File: src/rtl/dsv_pkg.sv
// Package for the date string validator: parse state and result types,
// character codes and calendar constants.
// No dependencies.
`default_nettype none

package dsv_pkg;

  localparam int unsigned CH_W       = 8;
  localparam int unsigned DAY_W      = 7;
  localparam int unsigned MONTH_W    = 7;
  localparam int unsigned YEAR_W     = 14;
  localparam int unsigned COUNT_W    = 3;
  localparam int unsigned YEAR_DIGITS = 4;
  localparam int unsigned LEN_W      = 5;

  localparam logic [CH_W-1:0] CH_ZERO  = 8'd48;
  localparam logic [CH_W-1:0] CH_NINE  = 8'd57;
  localparam logic [CH_W-1:0] CH_SLASH = 8'd47;

  localparam logic [COUNT_W-1:0] SHORT_MAX = 3'd2;
  localparam logic [COUNT_W-1:0] YEAR_MAX  = 3'd4;

  localparam logic [YEAR_W-1:0] YEAR_SHORT_LO = 14'd10;
  localparam logic [YEAR_W-1:0] YEAR_SHORT_HI = 14'd100;
  localparam logic [YEAR_W-1:0] YEAR_BASE     = 14'd2000;

  localparam logic [LEN_W-1:0] LEN_LONG  = 5'd31;
  localparam logic [LEN_W-1:0] LEN_SHORT = 5'd30;
  localparam logic [LEN_W-1:0] LEN_LEAP  = 5'd29;
  localparam logic [LEN_W-1:0] LEN_FEB   = 5'd28;
  localparam logic [LEN_W-1:0] LEN_NONE  = 5'd0;

  typedef enum logic [1:0] {
    PH_DAY   = 2'd0,
    PH_MONTH = 2'd1,
    PH_YEAR  = 2'd2
  } phase_t;

  typedef struct packed {
    phase_t                          phase;
    logic [COUNT_W-1:0]              count;
    logic [DAY_W-1:0]                day;
    logic [MONTH_W-1:0]              month;
    logic [YEAR_W-1:0]               year;
    logic [YEAR_DIGITS-1:0][3:0]     yd;
    logic                            err;
  } parse_state_t;

  typedef struct packed {
    logic                 valid_res;
    logic [DAY_W-1:0]     day;
    logic [MONTH_W-1:0]   month;
    logic [YEAR_W-1:0]    year;
  } result_t;

  localparam parse_state_t STATE_CLEAR = '{
    phase: PH_DAY, count: '0, day: '0, month: '0, year: '0, yd: '0, err: 1'b0
  };

endpackage

`default_nettype wire

File: src/rtl/dsv_step.sv
// Per-character update of the date parse state.
// Depends on dsv_pkg.
`default_nettype none

module dsv_step import dsv_pkg::*; (
  input  parse_state_t    st,
  input  logic [CH_W-1:0] ch,
  output parse_state_t    st_next
);

  logic       digit;
  logic [3:0] d;

  assign digit = (ch >= CH_ZERO) && (ch <= CH_NINE);
  assign d     = ch[3:0];

  always_comb begin
    st_next = st;
    unique case (st.phase)
      PH_DAY, PH_MONTH: begin
        if (digit) begin
          if (st.count >= SHORT_MAX) begin
            st_next.err = 1'b1;
          end else begin
            st_next.count = st.count + 3'd1;
            if (st.phase == PH_DAY) begin
              st_next.day = 7'(st.day * 7'd10) + 7'(d);
            end else begin
              st_next.month = 7'(st.month * 7'd10) + 7'(d);
            end
          end
        end else if (ch == CH_SLASH) begin
          if (st.count == '0) begin
            st_next.err = 1'b1;
          end
          st_next.phase = (st.phase == PH_DAY) ? PH_MONTH : PH_YEAR;
          st_next.count = '0;
        end else begin
          st_next.err = 1'b1;
        end
      end
      PH_YEAR: begin
        if (digit && (st.count < YEAR_MAX)) begin
          st_next.count = st.count + 3'd1;
          st_next.year  = 14'(st.year * 14'd10) + 14'(d);
          st_next.yd    = {st.yd[YEAR_DIGITS-2:0], d};
        end else begin
          st_next.err = 1'b1;
        end
      end
      default: begin
        st_next.err = 1'b1;
      end
    endcase
  end

endmodule

`default_nettype wire

File: src/rtl/dsv_verdict.sv
// Final date check: form, year adjust, leap rule and month length.
// Depends on dsv_pkg.
`default_nettype none

module dsv_verdict import dsv_pkg::*; (
  input  parse_state_t st,
  output result_t      res
);

  logic               form_ok;
  logic               date_ok;
  logic [YEAR_W-1:0]  year_adj;
  logic [1:0]         tens_mod;
  logic [1:0]         cent_mod;
  logic               leap;
  logic [LEN_W-1:0]   len;

  assign form_ok = !st.err && (st.phase == PH_YEAR) &&
                   ((st.count == SHORT_MAX) || (st.count == YEAR_MAX));

  assign year_adj = ((st.year >= YEAR_SHORT_LO) && (st.year < YEAR_SHORT_HI)) ?
                    st.year + YEAR_BASE : st.year;

  // mod 4 of a two-digit decimal: 2 * tens + ones
  assign tens_mod = {st.yd[1][0], 1'b0} + st.yd[0][1:0];
  assign cent_mod = {st.yd[3][0], 1'b0} + st.yd[2][1:0];
  assign leap = (tens_mod == 2'd0) &&
                ((st.yd[1] != 4'd0) || (st.yd[0] != 4'd0) || (cent_mod == 2'd0));

  always_comb begin
    case (st.month)
      7'd1, 7'd3, 7'd5, 7'd7, 7'd8, 7'd10, 7'd12: len = LEN_LONG;
      7'd4, 7'd6, 7'd9, 7'd11:                    len = LEN_SHORT;
      7'd2:                                       len = leap ? LEN_LEAP : LEN_FEB;
      default:                                    len = LEN_NONE;
    endcase
  end

  assign date_ok = form_ok && (st.day != '0) && (st.day <= 7'(len));

  assign res.valid_res = date_ok;
  assign res.day       = date_ok ? st.day   : '0;
  assign res.month     = date_ok ? st.month : '0;
  assign res.year      = date_ok ? year_adj : '0;

endmodule

`default_nettype wire

File: src/rtl/date_string_validator_top.sv
// Date string validator, d/m/y form, one ASCII character per word.
// Depends on dsv_pkg, dsv_step and dsv_verdict.
//
// One character is taken every cycle unless a final character waits for a
// busy result register. A word enters an input register and from there
// updates the parse state; on the word with tlast the verdict is written to
// the result register at that same edge and the parse state is cleared. The
// result register decouples the sides: characters keep flowing while a verdict
// waits, and only a second final character stalls behind it.
`default_nettype none

module date_string_validator_top import dsv_pkg::*; (
  input  logic        clk,
  input  logic        rst,
  input  logic        s_tvalid,
  output logic        s_tready,
  input  logic [7:0]  s_tdata,   // ch[7:0]
  input  logic        s_tlast,   // last
  output logic        m_tvalid,
  input  logic        m_tready,
  output logic [31:0] m_tdata    // valid_res[0], day[7:1], month[14:8], year[28:15], zero
);

  logic            in_valid;
  logic [CH_W-1:0] in_ch;
  logic            in_last;
  logic            out_free;
  logic            adv;

  parse_state_t st;
  parse_state_t st_next;
  result_t      res_next;
  result_t      res;

  assign out_free = !m_tvalid || m_tready;
  assign adv      = in_valid && (!in_last || out_free);
  assign s_tready = !in_valid || adv;

  always_ff @(posedge clk) begin
    if (rst) begin
      in_valid <= 1'b0;
    end else if (s_tready) begin
      in_valid <= s_tvalid;
    end
  end

  always_ff @(posedge clk) begin
    if (s_tready && s_tvalid) begin
      in_ch   <= s_tdata;
      in_last <= s_tlast;
    end
  end

  dsv_step u_step (
    .st      (st),
    .ch      (in_ch),
    .st_next (st_next)
  );

  dsv_verdict u_verdict (
    .st  (st_next),
    .res (res_next)
  );

  always_ff @(posedge clk) begin
    if (rst) begin
      st <= STATE_CLEAR;
    end else if (adv) begin
      st <= in_last ? STATE_CLEAR : st_next;
    end
  end

  always_ff @(posedge clk) begin
    if (rst) begin
      m_tvalid <= 1'b0;
    end else if (adv && in_last) begin
      m_tvalid <= 1'b1;
    end else if (m_tready) begin
      m_tvalid <= 1'b0;
    end
  end

  always_ff @(posedge clk) begin
    if (adv && in_last) begin
      res <= res_next;
    end
  end

  assign m_tdata = {3'b000, res.year, res.month, res.day, res.valid_res};

`ifndef SYNTHESIS
  a_stall_cause: assert property (@(posedge clk) disable iff (rst)
    !s_tready |-> (in_valid && in_last && m_tvalid && !m_tready))
    else $error("input stalled without a pending verdict");

  a_last_gives_result: assert property (@(posedge clk) disable iff (rst)
    (adv && in_last) |=> m_tvalid)
    else $error("final character produced no result");

  a_state_cleared: assert property (@(posedge clk) disable iff (rst)
    (adv && in_last) |=> (st.phase == PH_DAY && st.count == '0 && !st.err))
    else $error("parse state not cleared after final character");

  a_count_bound: assert property (@(posedge clk) disable iff (rst)
    st.count <= YEAR_MAX)
    else $error("digit count out of range");
`endif

endmodule

`default_nettype wire
File: config.mk
export PLATFORM = sky130hd
export DESIGN_NAME = date_string_validator_top
export DESIGN_NICKNAME = d
export VERILOG_FILES = /design/src/rtl/dsv_pkg.sv /design/src/rtl/dsv_step.sv /design/src/rtl/dsv_verdict.sv /design/src/rtl/date_string_validator_top.sv
export SDC_FILE = /design/constraint.sdc
export NUM_CORES = 1
export LEC_CHECK = 0
export BUFFER_PORTS_ARGS = -buffer_cell sky130_fd_sc_hd__buf_2
export CAP_MARGIN = 20
export CORE_MARGIN = 2
export CORE_UTILIZATION = 45
export DETAILED_ROUTE_END_ITERATION = 8
export GPL_TIMING_DRIVEN = 0
export PLACE_DENSITY = 0.61
export SETUP_SLACK_MARGIN = 0.2
export SYNTH_ARGS = -nofsm -noshare
export SYNTH_HDL_FRONTEND = slang
export SYNTH_SLANG_ARGS = --single-unit
File: constraint.sdc
create_clock -name clk -period 5.1 [get_ports clk]
set_input_delay 1.02 -clock clk [delete_from_list [all_inputs] [get_ports clk]]
set_output_delay 1.02 -clock clk [all_outputs]
set_load 0.05 [all_outputs]
==> flow_summary.toml <==
[global_route]
grt_pass1_vias = 4580
grt_pass1_wl_um = 23050
grt.total_usage = 0.2187
antenna_found_initial = 0
overflow = 0
grt_max_degree = 33

[sta]
layout_worst_path_cycle_share = 0.9082
clock_skew_ns = 0.007197
rsz0062_at_grt = "yes"
layout_min_cycle_time_ns = 4.632
setup_tns_ns = 0
slew_violations = 0
worstMarginPinSlew_ns = 0.9924
finalHoldViolations = 0
relSlewSlack = 0.3360
setup_violations = 0
max_freq_ghz = 0.2159
holdWs_ns = 0.4973

[synth]
yosysMostFrequentCell = "nor2_1"
yosysSeqAreaShare = 0.3657
synth_edf_count = 38
ys_ff_latch = 85
ys_types = 87
netlist_top_cells_count = "nor2_1 (74), ha_1 (48), dfxtp_1 (47), nand2_1 (41), edfxtp_1 (38)"
syn_area_um2 = 5693
synth_ff_type = "dfxtp_1"
syn_avg_cell_area_um2 = 9.333
yosysTopAreaCellShare = 0.2004
synth.largest_area_cell = "edfxtp_1"
ys_async_sr_fraction = 0
synth_top_cells_by_area = "edfxtp_1 (20%), dfxtp_1 (17%), ha_1 (11%)"
ys_warn_count = 0
postSynthCellCount = 610

[drt]
dr.pass1.iters = 5
drt-initial-drc-count = 306
drc = 0
wl_um = 14310
ant_nets = 0
vias = 4881
vias_per_cell = 5.702
wl_per_cell_um = 16.72

[final_layout]
fin_util = 0.5296
layout.cells.non_filler = 856
fillers = 1164
insertedDiodeCount = 0
nNetsFinal = 746
seq_area_um2 = 2085
area_growth_pct = 15.96
drive_gt1_frac = 0.1871
multi_input_area_um2 = 3440

[worst_setup_path]
crit_type = "reg2reg"
slowest_delay_ns = 0.38
critPathCaptureType = "flip-flop"
cp_max_fo = 10
crit_family = "compound AO/OA/AOI/OAI gates"
worstPathRequired_ns = 5.26
path_buf_inv = 1
crit_chain = "ha_1 > ha_1 > fa_1 > xnor2_1 > xnor2_1 > xnor2_1 > o21ai_1 > nor3_2 > a21boi_2 > o21ai_0 > ha_1 > nor2b_1 > o21a_1 > o21a_1 > o21ai_0 > nand2b_1 > a21oi_2 > nor4b_4 > nand2_2 > buf_2 > a21oi_1"
start_kind = "flip-flop"
r2r_setup_slack_ns = 0.47
worst_path_max_delay_cell = "fa_1"
worstPathArrival_ns = 4.79

[power_and_ir_drop]
internal-power_w = 0.001124
power_frac_comb = 0.060
power.density_nw_per_um2 = 223.6
peakVddDrop_mv = 0.1498
leakage_nw = 2.666
p_switching_w = 0.0003524
power.total_w = 0.001476
sequentialPowerShare = 0.492
power_frac_clock = 0.448
switching_share = 0.2387

[clocking]
cts_tree = "yes"
cts_made_buffers = 9
clock_latency_ns = 0.34
cts_max_level = 3
cts.path.max_buffers = 2
cts-root-buf = "clkbuf_16"
clk_pin_slew_worst_paths_ns = 0.07
cts.sinks = 85

[floorplan]
die-area_um2 = 13570
rows = 41
design.core.area_um2 = 12470
die_w_um = 116.5
io_pins = 47
die_h_um = 116.5
start_util = 0.4567

[outcome]
status = "finished, final reports clean"

[placed_design]
dpl.hpwl_um = 10360
placement.io_buffers = 42
placed_cells = 828
place_congestion = 0.8802

[worst_hold_path]
worstHoldPathType = "reg2reg"

[flow_run]
max_cap_viol_count = 0
## power groups by stage
stage          Clock, W  Combinational [W]  Sequential (W)
3_3_place_gp          0          0.0000762        0.000744
6_report       0.000662          0.0000883        0.000726
2_1_floorplan         0          0.0000402        0.000754
3_5_place_dp          0          0.0000784        0.000744
4_1_cts        0.000671          0.0000826        0.000727
5_1_grt        0.000699          0.0000954        0.000726
## sequential cells by signal, summed over array words and instances, names as in the netlist
register	flops
in_valid	1
m_tdata	29
st	45
in_last	1
m_tvalid	1
in_ch	8
## repair_timing
action,in CTS,in global routing
hold buffers,0,0
endpoints found under the setup margin,27,27
buffers inserted,6,7
pin swaps,1,1
gates resized for setup,6,15
## cell usage in the layout, fill, tap and decap left out, types with 12 or more instances in the layout
| master | instances |
|---|---|
| dfxtp_1 | 45 |
| xnor2_1 | 20 |
| edfxtp_1 | 38 |
| buf_4 | 18 |
| o21ai_0 | 18 |
| clkbuf_1 | 12 |
| nor2_1 | 73 |
| buf_2 | 45 |
| nand3_1 | 18 |
| ha_1 | 48 |
| nand2_1 | 40 |
| inv_1 | 29 |
| a22oi_1 | 30 |
| nor3_1 | 12 |
| a21oi_1 | 36 |
## final timing paths
kind,from,end,cells past startpoint
setup reg to reg,st[32],m_tdata[17],21
hold reg to reg,st[43],st[43],2
setup / recovery,st[32],m_tdata[17],21
hold / removal,st[43],st[43],2
## layout make-up
cell class / instances / share of cell area
repair buffers: 55 / 0.04663
plain buffers: 27 / 0.02256
multi-input cells: 472 / 0.5210
clock inverters: 7 / 0.01080
well taps: 172 / 0.03260
clock buffers: 9 / 0.03412
inverters: 29 / 0.01649
flip-flops and latches: 85 / 0.3158
## cell families after synthesis
| group | synth area share |
|---|---|
| fa+ha+maj | 0.1266 |
| buf+inv | 0.04549 |
| flops | 0.3657 |
| mux | 0.02176 |
| xor+xnor | 0.04857 |
| simple gates | 0.2002 |
| other cells | 0.0006587 |
| compound gates | 0.1910 |
## stage by stage
step	area [um^2]	worst slack [ns]
finish	6601	0.4680
global route	6601	0.1140
CTS	6501	0.2173
detailed placement	6141	-0.4055
global placement	6133	-0.3013
floorplan	5708	0.7848
## metal layers
metal	global-route usage	share of wire
met5	0	0
met1	0.3001	0.48
met3	0.03477	0.039
met2	0.3508	0.47
met4	0.07857	0.019
## worst reg2reg max path: stages (launching register included)
cell and delay [ns]:
dfxtp_2 0.35, ha_1 0.30, ha_1 0.21, fa_1 0.38, xnor2_1 0.22, xnor2_1 0.16
xnor2_1 0.14, o21ai_1 0.12, nor3_2 0.18, a21boi_2 0.21, o21ai_0 0.10, ha_1 0.34
nor2b_1 0.13, o21a_1 0.16, o21a_1 0.17, o21ai_0 0.16, nand2b_1 0.10, a21oi_2 0.17
nor4b_4 0.26, nand2_2 0.12, buf_2 0.23, a21oi_1 0.23
Power figures use the tool's default switching activity.
